`src/hw/rtl/grsl_pkg.sv`:
```
// ----------------------------------------------------------------------------
// Glyph run strip layout package
// Shared types, constants and glyph mapping tables.
// ----------------------------------------------------------------------------
package grsl_pkg;

  localparam logic [8:0] STRIP_WIDTH = 9'd256;
  localparam logic [6:0] MAX_UPLOADS = 7'd64;

  localparam logic [4:0] V_END_VALUE   = 5'd20;
  localparam logic [7:0] CTRL_LIMIT    = 8'h20;
  localparam logic [7:0] DOLLAR_CODE   = 8'h24;
  localparam logic [7:0] DOLLAR_GLYPH  = 8'h89;
  localparam logic [3:0] DEFAULT_ADV   = 4'd9;

  typedef enum logic [1:0] {
    CMD_BEGIN = 2'd0,
    CMD_GLYPH = 2'd1,
    CMD_END   = 2'd2,
    CMD_NONE  = 2'd3
  } cmd_t;

  typedef enum logic [1:0] {
    KIND_UPLOAD = 2'd0,
    KIND_FLUSH  = 2'd1,
    KIND_ERROR  = 2'd2
  } kind_t;

  typedef enum logic {
    REG_SLOT_NUMBER = 1'b0,
    REG_HEIGHT_STEP = 1'b1
  } reg_index_t;

  typedef struct packed {
    logic        last;
    logic        error;
    logic [7:0]  run_height;
    logic [8:0]  run_width;
    logic [4:0]  v_end;
    logic [9:0]  u_end;
    logic [15:0] pos_y;
    logic [15:0] pos_x;
    logic [7:0]  slot_out;
    logic [12:0] font_offset;
    logic [8:0]  cell_x;
    kind_t       kind;
  } result_t;

  // advance in pixels for a printable byte
  function automatic logic [3:0] glyph_width(input logic [7:0] c);
    logic [3:0] w;
    case (c) inside
      8'h20, 8'h2E, 8'h60:                                    w = 4'd5;
      8'h21, 8'h27, 8'h49, 8'h69, 8'h6C, 8'hA1:               w = 4'd4;
      8'h28, 8'h29, 8'h2F, 8'h3B, 8'h5B, 8'h5C,
      8'h5D, 8'h66, 8'h84, 8'h93, 8'h94:                      w = 4'd8;
      8'h2C, 8'h6A, 8'h82, 8'h91, 8'h92, 8'hA6:               w = 4'd6;
      8'h3A, 8'h4A:                                           w = 4'd7;
      8'h4D, 8'h57, 8'h6D, 8'h77:                             w = 4'd12;
      default:                                                w = DEFAULT_ADV;
    endcase
    return w;
  endfunction

endpackage

```
`src/hw/rtl/glyph_run_strip_layout_unit.sv`:
```
// ----------------------------------------------------------------------------
// Glyph run strip layout unit
// Top level: request stream in, upload/flush/error results out.
// ----------------------------------------------------------------------------
// Takes one request per cycle (begin, glyph byte or end) and emits zero, one
// or two results: an upload per glyph, a flush when the strip fills or the
// run ends, or an error report once a strip holds too many uploads. Results
// go through a three-entry output queue, so a request is taken every cycle
// while the downstream side keeps up; the queue, not the layout logic, sets
// when s_tready drops. Each result is registered into the queue when its
// request is taken. A glyph that fills the strip yields two results, an upload
// and a flush.
module glyph_run_strip_layout_unit import grsl_pkg::*; (
  input  logic        clk,
  input  logic        rst,
  input  logic        s_tvalid,
  output logic        s_tready,
  input  logic [39:0] s_tdata,   // glyph_code[7:0], start_x[23:8], start_y[39:24]
  input  logic [1:0]  s_tuser,   // cmd[1:0]
  output logic        m_tvalid,
  input  logic        m_tready,
  output logic [95:0] m_tdata,   // cell_x[8:0], font_offset[21:9], slot_out[29:22],
                                 // pos_x[45:30], pos_y[61:46], u_end[71:62],
                                 // v_end[76:72], run_width[85:77],
                                 // run_height[93:86], error[94], zero[95]
  output logic [1:0]  m_tuser,   // kind[1:0]
  output logic        m_tlast,
  input  logic        cfg_wen,
  input  logic        cfg_index,
  input  logic [7:0]  cfg_data
);

  logic [7:0] slot_number;
  logic [7:0] height_step;

  result_t    res0, res1;
  logic [1:0] res_n;
  logic       accept;
  logic       pop;

  result_t    q [0:2];
  result_t    q_next [0:2];
  logic [1:0] count, count_next;
  logic [1:0] base;

  always_ff @(posedge clk) begin
    if (rst) begin
      slot_number <= 8'd1;
      height_step <= 8'd20;
    end else if (cfg_wen) begin
      case (reg_index_t'(cfg_index))
        REG_SLOT_NUMBER: slot_number <= cfg_data;
        REG_HEIGHT_STEP: height_step <= cfg_data;
        default: begin
        end
      endcase
    end
  end

  assign m_tvalid = (count != 2'd0);
  assign pop      = m_tvalid & m_tready;
  assign s_tready = (count <= 2'd1) || (count == 2'd2 && m_tready);
  assign accept   = s_tvalid & s_tready;

  grsl_core u_core (
    .clk         (clk),
    .rst         (rst),
    .accept      (accept),
    .cmd         (cmd_t'(s_tuser)),
    .glyph_code  (s_tdata[7:0]),
    .start_x     (s_tdata[23:8]),
    .start_y     (s_tdata[39:24]),
    .slot_number (slot_number),
    .height_step (height_step),
    .res0        (res0),
    .res1        (res1),
    .res_n       (res_n)
  );

  assign base = count - {1'b0, pop};

  always_comb begin
    q_next = q;
    if (pop) begin
      q_next[0] = q[1];
      q_next[1] = q[2];
    end
    for (int i = 0; i < 3; i++) begin
      if (accept && res_n != 2'd0 && 2'(i) == base) begin
        q_next[i] = res0;
      end
      if (accept && res_n == 2'd2 && 2'(i) == base + 2'd1) begin
        q_next[i] = res1;
      end
    end
    count_next = base + (accept ? res_n : 2'd0);
  end

  always_ff @(posedge clk) begin
    if (rst) begin
      count <= '0;
    end else begin
      count <= count_next;
    end
  end

  always_ff @(posedge clk) begin
    for (int i = 0; i < 3; i++) begin
      q[i] <= q_next[i];
    end
  end

  assign m_tuser = q[0].kind;
  assign m_tlast = q[0].last;
  assign m_tdata = {1'b0, q[0].error, q[0].run_height, q[0].run_width, q[0].v_end,
                    q[0].u_end, q[0].pos_y, q[0].pos_x, q[0].slot_out,
                    q[0].font_offset, q[0].cell_x};

  a_full_stalls: assert property (@(posedge clk) disable iff (rst)
    count == 2'd3 |-> !s_tready) else $error("request taken with full queue");

  a_flush_last: assert property (@(posedge clk) disable iff (rst)
    m_tvalid && m_tuser == KIND_FLUSH |-> m_tlast) else $error("flush not last");

  a_error_last: assert property (@(posedge clk) disable iff (rst)
    m_tvalid && m_tuser == KIND_ERROR |-> m_tlast) else $error("error not last");

  a_upload_pair: assert property (@(posedge clk) disable iff (rst)
    m_tvalid && m_tuser == KIND_UPLOAD && !m_tlast |-> count >= 2'd2)
    else $error("upload without its flush queued");

endmodule

```
`src/hw/rtl/grsl_core.sv`:
```
// ----------------------------------------------------------------------------
// Glyph run strip layout core
// Run state and result generation for one accepted request per cycle.
// ----------------------------------------------------------------------------
module grsl_core import grsl_pkg::*; (
  input  logic        clk,
  input  logic        rst,
  input  logic        accept,
  input  cmd_t        cmd,
  input  logic [7:0]  glyph_code,
  input  logic [15:0] start_x,
  input  logic [15:0] start_y,
  input  logic [7:0]  slot_number,
  input  logic [7:0]  height_step,
  output result_t     res0,
  output result_t     res1,
  output logic [1:0]  res_n
);

  logic [8:0]  strip_cursor, strip_cursor_next;
  logic [15:0] screen_x, screen_x_next;
  logic [15:0] screen_y, screen_y_next;
  logic [6:0]  uploads, uploads_next;
  logic        fault_flag, fault_flag_next;

  logic        printable;
  logic [3:0]  adv;
  logic [7:0]  glyph;
  logic [12:0] offset;
  logic [8:0]  cursor_sum;
  logic        wrap;

  function automatic result_t make_flush(input logic [8:0] cur, input logic [15:0] sx,
                                         input logic [15:0] sy, input logic [7:0] slot,
                                         input logic [7:0] height);
    result_t r;
    r             = '0;
    r.kind        = KIND_FLUSH;
    r.slot_out    = slot;
    r.pos_x       = sx;
    r.pos_y       = sy;
    r.u_end       = {1'b0, cur} + 10'd1;
    r.v_end       = V_END_VALUE;
    r.run_width   = cur;
    r.run_height  = height;
    return r;
  endfunction

  function automatic result_t make_error();
    result_t r;
    r       = '0;
    r.kind  = KIND_ERROR;
    r.error = 1'b1;
    return r;
  endfunction

  assign printable  = (glyph_code >= CTRL_LIMIT);
  assign adv        = printable ? glyph_width(glyph_code) : 4'd0;
  assign glyph      = !printable ? 8'd0 :
                      (glyph_code == DOLLAR_CODE) ? DOLLAR_GLYPH : glyph_code - CTRL_LIMIT;
  // times 30 as 32x - 2x
  assign offset     = ({glyph, 5'd0}) - ({4'd0, glyph, 1'b0});
  assign cursor_sum = strip_cursor + {5'd0, adv};
  assign wrap       = (cursor_sum >= STRIP_WIDTH);

  always_comb begin
    strip_cursor_next = strip_cursor;
    screen_x_next     = screen_x;
    screen_y_next     = screen_y;
    uploads_next      = uploads;
    fault_flag_next   = fault_flag;
    res0              = '0;
    res1              = '0;
    res_n             = 2'd0;
    case (cmd)
      CMD_BEGIN: begin
        screen_x_next     = start_x;
        screen_y_next     = start_y;
        strip_cursor_next = '0;
        uploads_next      = '0;
        fault_flag_next   = 1'b0;
      end
      CMD_GLYPH, CMD_END: begin
        if (fault_flag) begin
          res0      = make_error();
          res0.last = 1'b1;
          res_n     = 2'd1;
        end else if (cmd == CMD_END) begin
          res0              = make_flush(strip_cursor, screen_x, screen_y,
                                         slot_number, height_step);
          res0.last         = 1'b1;
          res_n             = 2'd1;
          screen_x_next     = screen_x + {7'd0, strip_cursor};
          strip_cursor_next = '0;
          uploads_next      = '0;
        end else if (uploads >= MAX_UPLOADS) begin
          fault_flag_next = 1'b1;
          res0            = make_error();
          res0.last       = 1'b1;
          res_n           = 2'd1;
        end else begin
          res0.kind        = KIND_UPLOAD;
          res0.cell_x      = strip_cursor;
          res0.font_offset = offset;
          if (wrap) begin
            res1              = make_flush(cursor_sum, screen_x, screen_y,
                                           slot_number, height_step);
            res1.last         = 1'b1;
            res_n             = 2'd2;
            screen_x_next     = screen_x + {7'd0, cursor_sum};
            strip_cursor_next = '0;
            uploads_next      = '0;
          end else begin
            res0.last         = 1'b1;
            res_n             = 2'd1;
            strip_cursor_next = cursor_sum;
            uploads_next      = uploads + 7'd1;
          end
        end
      end
      default: begin
      end
    endcase
  end

  always_ff @(posedge clk) begin
    if (rst) begin
      strip_cursor <= '0;
      screen_x     <= '0;
      screen_y     <= '0;
      uploads      <= '0;
      fault_flag   <= 1'b0;
    end else if (accept) begin
      strip_cursor <= strip_cursor_next;
      screen_x     <= screen_x_next;
      screen_y     <= screen_y_next;
      uploads      <= uploads_next;
      fault_flag   <= fault_flag_next;
    end
  end

endmodule

```
`config.mk`:
```
export PLATFORM = sky130hd
export DESIGN_NAME = glyph_run_strip_layout_unit
export DESIGN_NICKNAME = d
export VERILOG_FILES = /design/src/hw/rtl/grsl_pkg.sv /design/src/hw/rtl/glyph_run_strip_layout_unit.sv /design/src/hw/rtl/grsl_core.sv
export SDC_FILE = /design/constraint.sdc
export NUM_CORES = 1
export LEC_CHECK = 0
export BUFFER_PORTS_ARGS = -buffer_cell sky130_fd_sc_hd__buf_4
export CORE_ASPECT_RATIO = 1.75
export CORE_MARGIN = 4
export CORE_UTILIZATION = 35
export CTS_CLUSTER_SIZE = 20
export DETAILED_ROUTE_END_ITERATION = 8
export PLACE_DENSITY = 0.61
export SYNTH_ARGS = -nofsm -noshare
export SYNTH_HDL_FRONTEND = slang
export SYNTH_HIERARCHICAL = 1
export SYNTH_SLANG_ARGS = --single-unit
```
`constraint.sdc`:
```
create_clock -name clk -period 21.8 [get_ports clk]
set_clock_uncertainty 0.1 [all_clocks]
set_input_delay 6.54 -clock clk [delete_from_list [all_inputs] [get_ports clk]]
set_output_delay 6.54 -clock clk [all_outputs]
set_load 0.005 [all_outputs]
```
# Word-level counts from Yosys, hierarchy flattened

Index checks and enable logic that the tools add are counted.
W data, S select, Z words.

Word-level logic and storage cells: 191
Register bits: 361
Bits of input ports: 56
Output and inout port bits: 101

Reductions and logical operators: 32
Mux-type cells: 53
Bitwise operators: 3
Order comparisons: 4
Add/subtract/negate cells: 11
Equal/unequal tests: 44

Operators with widths:

| operator               | number |
|---|---|
| $mux W98               | 14 |
| $mux W196              | 1 |
| $eq A8 B7 Y1 const B   | 14 |
| $eq A8 B6 Y1 const B   | 11 |
| $mux W73               | 1 |
| $eq A8 B8 Y1 const B   | 8 |
| $mux W16               | 4 |
| $mux W9                | 4 |
| $add A16 B9 Y16        | 2 |
| $pmux W16 S2           | 1 |
| $mux W7                | 4 |
| $mux W24               | 1 |
| $mux W4                | 6 |
| $add A9 B1 Y10 const B | 2 |
| $pmux W9 S2            | 1 |
| $mux W8                | 2 |
| $pmux W7 S2            | 1 |
| $sub A13 B9 Y13        | 1 |
| $mux W2                | 6 |
| $reduce_or A6 Y1       | 2 |
| $reduce_or A11 Y1      | 1 |
| $add A9 B4 Y9          | 1 |
| $ge A9 B9 Y1 const B   | 1 |
| $logic_and A1 B1 Y1    | 9 |
| other kinds (30)       | 49 |

# Logic depth before layout (Yosys ltp)

Gate-level depths: netlist of the first run.

Depth in word-level cells: 21
Mapped depth: 25
Gate-level depth less buffers: 19

# Hierarchy

Netlist of the first run, hierarchy kept.

By module, submodules not included:

| module                      | area an instance (µm²) | cells an instance | seq. area each (µm²) | instances |
|---|---|---|---|---|
| glyph_run_strip_layout_unit | 15528.6                | 1487              | 9188.8               | 1 |
| grsl_core                   | 5363.9                 | 758               | 980.9                | 1 |

# Worst setup path before layout of the first run

Ideal clock, no wire load.

Kind: in2reg
Start: input port s_tdata[2]
End: register q[0] (netlist bit) (enable)
Data required time: 20.996 ns
Stages: 20
Path slack: 4.521 ns
Buffers on the path: 4
Arrival: 16.475 ns
Library setup time: 0.704 ns
Cell sequence: clkbuf_1 > nand2_1 > nor4_1 > o21ai_1 > a21oi_1 > nor4_2 > o2111a_1 > ha_1 > fa_1 > nand3_1 > a21oi_2 > xnor2_2 > inv_2 > buf_2 > nand2_1 > buf_2 > inv_1 > buf_4 > o21ai_0 > a21boi_0

Longest elaborated chain between the ends: 20
Elaborated cells between the ends (all ways): 60
Classes of those cells: add/sub (1); order compare (2); eq/ne (33); mux (12); reduce/logical (12)

RTL lines:

| element                                                   | RTL line                                                             | text |
|---|---|---|
| start, declared                                           | glyph_run_strip_layout_unit.sv:18                                    | `input logic [39:0] s_tdata,` |
| $eq A8 B7 Y1                                              | grsl_core.sv:58                                                      | `assign adv = printable ? glyph_width(glyph_code) : 4'd0;` |
| $reduce_or A4 Y1                                          | grsl_pkg.sv:52                                                       | `case (c) inside` |
| $mux W3                                                   | grsl_pkg.sv:52                                                       |  |
| $mux W4 (5 in a row)                                      | grsl_pkg.sv:52                                                       |  |
| $mux W4 (*)                                               | grsl_core.sv:58                                                      |  |
| $add A9 B4 Y9 (*)                                         | grsl_core.sv:63                                                      | `assign cursor_sum = strip_cursor + {5'd0, adv};` |
| $ge A9 B9 Y1 (*)                                          | grsl_core.sv:64                                                      | `assign wrap = (cursor_sum >= STRIP_WIDTH);` |
| $mux W2 (*)                                               | grsl_core.sv:105                                                     | `if (wrap) begin` |
| $mux W2 (*)                                               | grsl_core.sv:96                                                      | `end else if (uploads >= MAX_UPLOADS) begin` |
| $mux W2 (*)                                               | grsl_core.sv:88                                                      | `end else if (cmd == CMD_END) begin` |
| $mux W2 (*)                                               | grsl_core.sv:84                                                      | `if (fault_flag) begin` |
| $mux W2 (*)                                               | grsl_core.sv:75                                                      | `case (cmd)` |
| net res_n[1]                                              | glyph_run_strip_layout_unit.sv:37                                    | `logic [1:0] res_n;` |
| $eq A2 B2 Y1 / $reduce_bool A2 Y1 (equally long branches) | glyph_run_strip_layout_unit.sv:92, glyph_run_strip_layout_unit.sv:89 |  |
| $logic_and A1 B1 Y1 (on tied branches) (2 in a row)       | glyph_run_strip_layout_unit.sv:92, glyph_run_strip_layout_unit.sv:89 |  |
| $reduce_bool A2 Y1 (no source line) (*)                   | --                                                                   |  |
| end signal, assigned by index                             | glyph_run_strip_layout_unit.sv:109                                   | `q[i] <= q_next[i];` |
| end, declared                                             | glyph_run_strip_layout_unit.sv:41                                    | `result_t q [0:2];` |

Mark *: on every way through the listed nets, which the timed path passes. The rest lies on a longest branch.
A chain may end at the register's enable or synchronous reset.

# Final worst setup path of the first run

Start: input port m_tready
End: output port s_tready

Longest elaborated chain between the ends: 2

RTL lines:

| element             | RTL line                          | text |
|---|---|---|
| start, declared     | glyph_run_strip_layout_unit.sv:21 | `input logic m_tready,` |
| $logic_and A1 B1 Y1 | glyph_run_strip_layout_unit.sv:62 | `assign s_tready = (count <= 2'd1) \|\| (count == 2'd2 && m_tready);` |
| $logic_or A1 B1 Y1  | glyph_run_strip_layout_unit.sv:62 |  |
| end, declared       | glyph_run_strip_layout_unit.sv:17 | `output logic s_tready,` |

No other way between the ends.

==> results.py, run 1 <==
metrics = {
    "synthesis": {
        "netlist_area_mm2": 0.0209,
        "yosysWarnings": 6,
        "ys_ff_latch": 361,
        "synth_edf_count": 294,
        "syn_area_per_cell_um2": 9.31,
        "async_flop_share_pct": 0,
        "yosysSeqAreaShare_pct": 48.7,
        "synth_cell_types": 82,
        "synth-main-ff-cell": "edfxtp_1",
        "synth_cells": 2245,
    },
    "flow_run": {
        "max-cap-violations": 0,
    },
    "setup_path": {
        "critPathMaxFanout": 4,
        "cp.arrival_ns": 6.96,
        "crit_family": "buffers and inverters",
        "setup.worst_path.end_class": "output port",
        "critPathKind": "in -> out",
        "critPathRequiredTime_ns": 15.16,
        "start_kind": "input port",
        "crit_buf_inv": 2,
        "crit_path_cell_trace": "buf_4 > nand2b_1 > nand2_1 > buf_4",
        "critPathMostFrequentCell": "buf_4",
        "slowest_stage": "buf_4",
        "slowest_delay_ns": 0.15,
    },
    "clock_tree": {
        "clock-sinks": 361,
        "worstSkewPairLatency_ns": 0.54,
        "cts_tree": "built",
        "hold_buffers": 0,
        "cts_setup_buffers": 0,
        "cts_made_buffers": 36,
        "cts.repair.resized": 0,
        "clockBufferDepth": 3,
        "root_buffer": "clkbuf_16",
        "clk_pin_slew_ns": 0.06,
        "htreeDepth": 2,
    },
    "sta": {
        "tightestPinTransition_ns": 1.20,
        "fin_crit_sh_pct": 62.4,
        "finalHoldViolations": 0,
        "drv_slew": 0,
        "rsz0062_at_grt": "false",
        "fmax_mhz": 73.5,
        "setup_tns_ns": 0,
        "setup_viol": 0,
        "period_needed_ns": 13.60,
        "maxSlewHeadroom_pct": 20.1,
        "hold-worst-slack_ns": 0.366,
    },
    "cells_and_area": {
        "antenna_cells": 0,
        "final_area_mm2": 0.0227,
        "fin_nets": 2272,
        "fillerInstances": 5884,
        "drive_above_1_share_pct": 16.3,
        "area_growth_pct": 8.84,
        "stdcell_count": 2993,
    },
    "power_and_ir_drop": {
        "power.density_mw_per_mm2": 102,
        "p_leak_nw": 9.31,
        "p_int_w": 0.00157,
        "clock_power_share_pct": 27.3,
        "ir_drop_mv": 0.0674,
        "p_seq_share_pct": 46.1,
        "p_switching_w": 0.000744,
        "pwr-share-comb_pct": 26.5,
        "swShare_pct": 32.2,
    },
    "routing": {
        "dr.first_iter.drc_count": 1474,
        "antenna_left": 0,
        "wire_per_inst_um": 19.9,
        "vias": 16200,
        "firstDrtPassIters": 6,
        "routed_wl_um": 59500,
        "drc": 0,
        "vias_per_cell": 5.43,
    },
    "place": {
        "place_congestion": 0.860,
        "dpl_cell_area_mm2": 0.0216,
        "hpwl_um": 36800,
        "placed_cells": 2928,
        "io_buffers": 155,
    },
    "die": {
        "row_count": 118,
        "core_area_mm2": 0.0592,
        "dieArea_mm2": 0.0638,
        "start_util_pct": 35.3,
        "die_w_um": 193,
        "dieHeight_um": 331,
        "pin_count": 157,
    },
    "global_routing": {
        "grt_overflow_total": 0,
        "track_usage_pct": 17.9,
        "grt_max_degree": 198,
        "grt_pass1_wl_um": 91400,
        "antenna_found_initial": 0,
        "grt_pass1_vias": 16100,
    },
    "status": {
        "outcome": "finished, final reports clean",
    },
    "worst_hold_path": {
        "hold_class": "reg -> reg",
    },
}
==> cell usage after synthesis, types with 28 or more instances <==
library cell  instances  area share [%]
clkbuf_1             77             1.4
ha_1                 28             1.7
and3_1              120             3.6
buf_2                68             1.6
buf_4               147             5.3
nor2_1              263             4.7
mux2_2              102             5.5
nand2_1             498             8.9
dfxtp_1              67             6.4
a21oi_1              69             1.7
a31oi_1             199             6.0
edfxtp_1            294              42
==> worst paths after layout <==
check	from	to	slack (ns)	cells after the start
worst max-delay path	m_tready	s_tready	8.20	4
worst min-delay path	slot_number[1]	slot_number[1]	0.37	2
worst max register to register	u_core/strip_cursor[0]	m_tdata[29]	15.13	14
worst min register to register	slot_number[1]	slot_number[1]	0.37	2
==> stage by stage <==
stage               setup slack, ns  total power [W]  util (%)
floorplan                      4.52          0.00151         -
global placement               8.07          0.00169      36.4
detailed placement             7.81          0.00171      36.4
CTS                            8.20          0.00235      38.4
global route                   7.90          0.00243      38.4
finish                         8.20          0.00231      38.4
==> cell families (layout without fill, tap and decap cells) <==
kind of cell               Yosys count  in the layout  synth area share, %
other                                2             32               0.0359
xor gates and xnor gates            43             43                 1.87
and+or+nand+nor                   1019           1019                 21.5
AOI/OAI and AO/OA                  355            355                 11.1
buffers and inverters              326            264                 9.13
muxes                              109            109                 5.83
adders and majority gates           30             30                 1.87
DFF                                361            361                 48.7
==> power groups by stage <==
stage	clock network [W]	logic [W]	registers, W
3_5_place_dp	0	0.000625	0.00109
5_1_grt	0.000671	0.000674	0.00108
6_report	0.000632	0.000613	0.00107
2_1_floorplan	0	0.000442	0.00107
4_1_cts	0.000650	0.000627	0.00107
3_3_place_gp	0	0.000609	0.00108
==> worst register-to-register path: stages (launching register included) <==
cell	delay, ns
dfxtp_1	0.50
ha_1	0.33
fa_1	0.44
nand3_1	0.14
a21oi_2	0.08
xnor2_2	0.18
inv_2	0.51
buf_4	0.46
nand2_1	0.33
inv_1	0.68
nor3b_2	0.48
o2111ai_4	0.20
buf_12	0.35
nand3_4	0.62
buf_4	0.83
==> routing by layer <==
metal / wire (um) / global-route usage (%) / vias up
met4: 2300 / 7.36 / 0
met1: 23400 / 22.2 / 7863
met5: 0 / 0 / -
li1: - / - / 7632
met3: 3570 / 2.27 / 119
met2: 30200 / 31.1 / 635
==> registers in the layout (all words and copies together) (netlist names) <==
signal               count
height_step              8
slot_number              8
m_tdata                 95
u_core/screen_x         16
u_core/fault_flag        1
u_core/screen_y         16
m_tuser                  2
m_tlast                  1
q                      196
count                    2
u_core/strip_cursor      9
u_core/uploads           7
==> placed cells by master, fill, tap and decap left out, types with 6 or more instances in the layout <==
cell type / n
a211oi_1: 11
a21oi_1: 69
a31oi_1: 199
and2_1: 17
and3_1: 120
buf_4: 174
clkbuf_1: 9
clkbuf_16: 37
clkinv_1: 6
conb_1: 32
dfxtp_1: 67
edfxtp_1: 294
ha_1: 27
inv_1: 22
mux2_2: 102
mux2i_1: 7
nand2_1: 498
nand2b_1: 11
nand3_1: 17
nor2_1: 263
nor2b_1: 11
nor3_1: 26
nor4_1: 7
o21ai_0: 16
o21ai_1: 6
or3_1: 10
xnor2_1: 20
xor2_1: 21
==> final cells by class <==
type	instances	area, um^2	area share (%)
sequential	361	10200	44.7
clock buffer	46	960	4.22
clock inverter	19	204	0.897
multi-input combinational	1588	9010	39.6
timing repair buffer	175	1330	5.83
tap	780	976	4.29
inverter	24	90.1	0.396
Power figures use the tool's default switching activity.
==> inputs of run 2 (changes only) <==
- ABC_AREA: not set -> 1
- clock period: 21.8 -> 13.62 ns (I/O delays scaled with it)
==> results.py, run 2 <==
metrics = {
    "synthesis": {
        "yosysTopAreaCell": "edfxtp_1",
        "synth_cell_types": 48,
        "netlist_top_cells_count": "nand2_1, edfxtp_1, nor2_1",
        "synth_cells": 2872,
        "yosysWarnings": 6,
        "netlist_area_mm2": 0.0223,
        "synth-main-ff-cell": "edfxtp_1",
        "async_flop_share_pct": 0,
        "synth_top_area_share_pct": 39.5,
        "ys_top_cells_by_area": "edfxtp_1, nand2_1, o21bai_1, dfxtp_1, nand3_1",
        "yosysSeqAreaShare_pct": 45.5,
        "synth_edf_count": 294,
        "syn_area_per_cell_um2": 7.78,
        "ys_ff_latch": 361,
        "yosysMostFrequentCell": "nand2_1",
    },
    "global_routing": {
        "track_usage_pct": 19.2,
        "grt_pass1_vias": 18000,
        "antenna_found_initial": 1,
        "grt_pass1_wl_um": 104000,
        "grt_overflow_total": 0,
        "grt_max_degree": 197,
    },
    "setup_path": {
        "critPathMaxFanout": 58,
        "start_kind": "input port",
        "cp.arrival_ns": 10.23,
        "setup.worst_path.end_class": "flip-flop",
        "critPathKind": "in -> reg",
        "critPathRequiredTime_ns": 13.70,
    },
    "flow_run": {
        "max-cap-violations": 0,
    },
    "clock_tree": {
        "cts_setup_buffers": 0,
        "clock-sinks": 361,
        "cts_tree": "built",
        "cts_made_buffers": 38,
        "worstSkewPairLatency_ns": 0.56,
        "root_buffer": "clkbuf_16",
        "clockBufferDepth": 3,
        "htreeDepth": 2,
        "cts.repair.resized": 0,
        "clk_pin_slew_ns": 0.06,
        "hold_buffers": 0,
    },
    "sta": {
        "maxSlewHeadroom_pct": 25.6,
        "fin_crit_sh_pct": 74.5,
        "setup_tns_ns": 0,
        "fmax_mhz": 98.5,
        "finalHoldViolations": 0,
        "rsz0062_at_grt": "false",
        "tightestPinTransition_ns": 1.12,
        "setup_viol": 0,
        "drv_slew": 0,
        "period_needed_ns": 10.15,
    },
    "cells_and_area": {
        "drive_above_1_share_pct": 9.61,
        "area_growth_pct": 8.62,
        "top_register": "q",
        "final_common_cell": "nand2_1",
        "stdcell_count": 3658,
        "antenna_cells": 0,
        "final_area_mm2": 0.0243,
        "largest_reg_flops": 196,
        "fin_nets": 2908,
        "layout_common_cells": "nand2_1, edfxtp_1, nor2_1, nand3_1, inv_1",
    },
    "place": {
        "io_buffers": 155,
        "placed_cells": 3588,
        "place_congestion": 0.912,
        "dpl_cell_area_mm2": 0.0230,
        "hpwl_um": 41100,
    },
    "die": {
        "die_w_um": 199,
        "start_util_pct": 35.3,
        "pin_count": 157,
        "core_area_mm2": 0.0632,
        "dieArea_mm2": 0.0681,
        "dieHeight_um": 342,
        "row_count": 122,
    },
    "routing": {
        "vias": 18500,
        "wire_per_inst_um": 18.4,
        "drc": 0,
        "dr.first_iter.drc_count": 1518,
        "firstDrtPassIters": 6,
        "antenna_left": 0,
        "vias_per_cell": 5.06,
        "routed_wl_um": 67200,
    },
    "power_and_ir_drop": {
        "p_leak_nw": 9.46,
        "power.density_mw_per_mm2": 157,
        "ir_drop_mv": 0.0889,
    },
    "worst_hold_path": {
        "hold_class": "reg -> reg",
    },
    "status": {
        "outcome": "finished, final reports clean",
    },
}
-- run 2: cell count changes after synthesis, sizes merged, moves of 102 or more --
cell,delta
a31oi,-197
and3,-119
inv,+216
mux2,-102
nand2,+417
nand3,+239
o21ai,+134
o21bai,+195
-- run 2: path summary, 6_finish.rpt --
| check | slack, ns | startpoint | end | cells after the start |
|---|---|---|---|---|
| hold reg to reg | 0.38 | u_core/screen_y[3] | u_core/screen_y[3] | 2 |
| hold / removal | 0.38 | u_core/screen_y[3] | u_core/screen_y[3] | 2 |
| setup reg to reg | 7.87 | u_core/strip_cursor[0] | q[169] | 15 |
| setup / recovery | 3.47 | s_tdata[1] | q[169] | 23 |
-- run 2: kinds of logic after synthesis --
logic type	after synthesis	synth area share (%)
compound gates	433	12.0
xor+xnor	13	0.628
fa+ha+maj	30	1.75
buf+inv	538	12.3
flops	361	45.5
other cells	2	0.0336
simple gates	1495	27.7
-- run 2: area by class of cell --
cell class,instances,area [um^2]
inverter,243,917
fill,6601,38900
clock inverter,18,183
tap,806,1010
timing repair buffer,175,1330
multi-input combinational,2003,9590
sequential,361,10200
clock buffer,52,1070
-- run 2: routing by layer --
metal / wire length [um] / vias up / global-route usage, %
li1: - / 9114 / -
met1: 28200 / 8673 / 24.6
met2: 32700 / 602 / 32.9
met3: 3490 / 122 / 2.12
met4: 2820 / 0 / 7.96
met5: 0 / - / 0
-- run 2: per-stage QoR --
stage | total power [W] | hold WS, ns | utilization [%] | worst slack (ns)
final | 0.00382 | 0.380 | 38.4 | 3.47
after global routing | 0.00404 | 0.414 | 38.4 | 2.82
after CTS | 0.00387 | 0.384 | 38.4 | 3.31
after detailed placement | 0.00278 | 0.369 | 36.4 | 2.73
after global placement | 0.00278 | 0.355 | 36.4 | 2.76
after floorplan | 0.00243 | 0.329 | - | 1.52
-- run 2: power by group --
| group | internal [W] | switching, W |
|---|---|---|
| registers | 0.00154 | 0.0000860 |
| clock network | 0.000611 | 0.000466 |
| logic | 0.000360 | 0.000758 |
-- run 2: worst max-delay path, cell delays in order --
cell and delay [ns]:
buf_4 0.13, inv_1 0.11, nor2_1 0.07, inv_1 0.09
o21ai_0 0.13, nor3b_1 0.16, nor3_1 0.19, o21ai_0 0.31
nor3_1 0.40, ha_1 0.35, a21oi_1 0.15, nand2_1 0.16
nand2_4 0.15, xor2_4 0.23, nand4_1 0.17, inv_2 0.33
inv_1 0.07, nand2_1 0.11, nand3_4 0.46, nor2_4 0.76
nor2_1 0.15, nand2_4 0.75, buf_4 0.67
==> inputs of run 3 (changes only) <==
- clock period: 13.62 -> 9.4 ns (I/O delays scaled with it)
==> results.py, run 3 (synthesis gave the netlist of run 2 again) <==
metrics = {
    "cells_and_area": {
        "ff_latch_area_mm2": 0.0102,
        "multi_input_area_mm2": 0.00959,
        "area_growth_pct": 10.0,
        "largest_reg_flops": 196,
        "antenna_cells": 0,
        "final_common_cell": "nand2_1",
        "top_register": "q",
        "fin_nets": 2912,
        "drive_above_1_share_pct": 10.3,
        "fillerInstances": 6708,
        "layout_common_cells": "nand2_1, edfxtp_1, nor2_1, nand3_1, inv_1",
    },
    "global_routing": {
        "grt_overflow_total": 0,
        "grt_pass1_vias": 17900,
        "track_usage_pct": 19.2,
        "grt_pass1_wl_um": 104000,
        "grt_max_degree": 197,
        "antenna_found_initial": 0,
    },
    "sta": {
        "period_needed_ns": 7.83,
        "finalHoldViolations": 0,
        "setup_viol": 0,
        "maxSlewHeadroom_pct": 24.7,
        "tightestPinTransition_ns": 1.13,
        "drv_slew": 0,
        "fmax_mhz": 128,
        "setup_tns_ns": 0,
        "fin_crit_sh_pct": 83.3,
        "rsz0062_at_grt": "false",
    },
    "power_and_ir_drop": {
        "clock_power_share_pct": 29.7,
        "p_seq_share_pct": 41.4,
        "power.density_mw_per_mm2": 232,
        "p_total_w": 0.00569,
        "p_int_w": 0.00376,
        "p_switching_w": 0.00193,
        "p_leak_nw": 9.59,
        "ir_drop_mv": 0.147,
        "swShare_pct": 33.8,
        "pwr-share-comb_pct": 28.9,
    },
    "worst_hold_path": {
        "holdPathEnd": "u_core/screen_y[10]",
        "hold_class": "reg -> reg",
        "min_path_cells": 2,
        "min_from": "u_core/screen_y[10]",
    },
    "clock_tree": {
        "cts_made_buffers": 38,
        "clock-sinks": 361,
        "root_buffer": "clkbuf_16",
        "cts.repair.resized": 0,
        "clk_pin_slew_ns": 0.06,
        "clockBufferDepth": 3,
        "cts_setup_buffers": 0,
        "htreeDepth": 2,
        "cts_tree": "built",
        "worstSkewPairLatency_ns": 0.56,
        "hold_buffers": 0,
    },
    "die": {
        "start_util_pct": 35.3,
        "dieHeight_um": 342,
        "row_count": 122,
        "die_w_um": 199,
        "pin_count": 157,
        "dieArea_mm2": 0.0681,
        "core_area_mm2": 0.0632,
    },
    "routing": {
        "dr.first_iter.drc_count": 1341,
        "routed_wl_um": 67200,
        "drc": 0,
        "vias_per_cell": 5.10,
        "wire_per_inst_um": 18.4,
        "antenna_left": 0,
        "firstDrtPassIters": 5,
        "vias": 18700,
    },
    "setup_path": {
        "worstReg2RegEnd": "m_tdata[67]",
        "cp.arrival_ns": 8.15,
        "critPathMostFrequentCell": "nand2_1",
        "crit_path_cell_trace": "buf_4 > inv_1 > nor2_1 > inv_1 > nor2_1 > nand3_1 > nand2_1 > nor3_1 > o21ai_0 > nor3_1 > ha_1 > a21oi_1 > nand2_1 > nand2_4 > xor2_4 > nand4_1 > inv_2 > nand2_1 > nor2_2 > nand2_4 > inv_4 > buf_4 > nand2_1 > nand2_1",
        "slowest_delay_ns": 0.65,
        "critPathMaxFanout": 45,
        "critPathKind": "in -> reg",
        "critPathLaunch": "s_tdata[1]",
        "slowest_stage": "inv_4",
        "ff2ff_path_depth": 15,
        "setup.worst_path.end_class": "flip-flop",
        "start_kind": "input port",
        "reg2reg_slack_ns": 4.72,
        "r2r_start": "u_core/strip_cursor[0]",
        "critPathRequiredTime_ns": 9.72,
    },
    "place": {
        "io_buffers": 155,
        "place_congestion": 0.895,
        "hpwl_um": 41200,
    },
    "flow_run": {
        "max-cap-violations": 0,
    },
    "status": {
        "outcome": "finished, final reports clean",
    },
}
run 3: cell types whose count changed in the layout (fill, tap and decap cells not counted):
cell | before | now
clkinv_1 | 10 | 4
clkbuf_1 | 10 | 1
buf_12 | 1 | 10
inv_8 | 0 | 1
clkbuf_8 | 2 | 9
clkinv_2 | 4 | 5
buf_4 | 174 | 169
bufinv_16 | 3 | 2
clkbuf_16 | 40 | 45
clkinvlp_4 | 0 | 2
run 3: area by class of cell:
type | instances | share of cell area (%)
tap | 806 | 4.11
clock buffer | 55 | 5.10
sequential | 361 | 41.4
clock inverter | 15 | 0.657
timing repair buffer | 179 | 5.98
inverter | 243 | 3.73
multi-input combinational | 2003 | 39.0
run 3: worst max path at each step:
| stage | to | slack [ns] |
|---|---|---|
| finish | m_tdata[67] | 1.57 |
| global route | m_tdata[71] | 1.08 |
| CTS | m_tdata[68] | 1.43 |
| detailed placement | m_tdata[50] | 0.84 |
| global placement | m_tdata[49] | 0.90 |
| floorplan | q[0] | 0.44 |
run 3: power groups by stage:
stage	Sequential (W)	Combinational, W	Clock [W]
floorplan	0.00235	0.00118	0
global placement	0.00240	0.00166	0
detailed placement	0.00239	0.00167	0
CTS	0.00237	0.00167	0.00173
global route	0.00239	0.00183	0.00179
finish	0.00235	0.00165	0.00169
run 3: per-stage QoR:
stage	util [%]	area, um^2	hold WS, ns	setup WS [ns]	cells
6_report	38.9	24600	0.379	1.57	3662
5_1_grt	38.9	24600	0.401	1.08	3662
4_1_cts	38.9	24600	0.380	1.43	3662
3_5_place_dp	36.6	23100	0.357	0.838	3592
3_3_place_gp	36.6	23100	0.354	0.896	3592
2_1_floorplan	-	22500	0.329	0.439	2902
run 3: worst max-delay path: cells and delay by family:
kind,cells,cell delay (ns)
buffers and inverters,6,1.74
and+or+nand+nor,14,2.40
AOI/OAI and AO/OA,2,0.52
xor gates and xnor gates,1,0.22
adders and majority gates,1,0.37
run 3: routing by layer:
metal | vias up | GRT usage, % | part of all wire (%)
li1 | 9128 | - | -
met1 | 8828 | 24.8 | 41
met2 | 630 | 33.4 | 50
met3 | 104 | 2.16 | 5.8
met4 | 0 | 6.46 | 3.1
met5 | - | 0 | 0
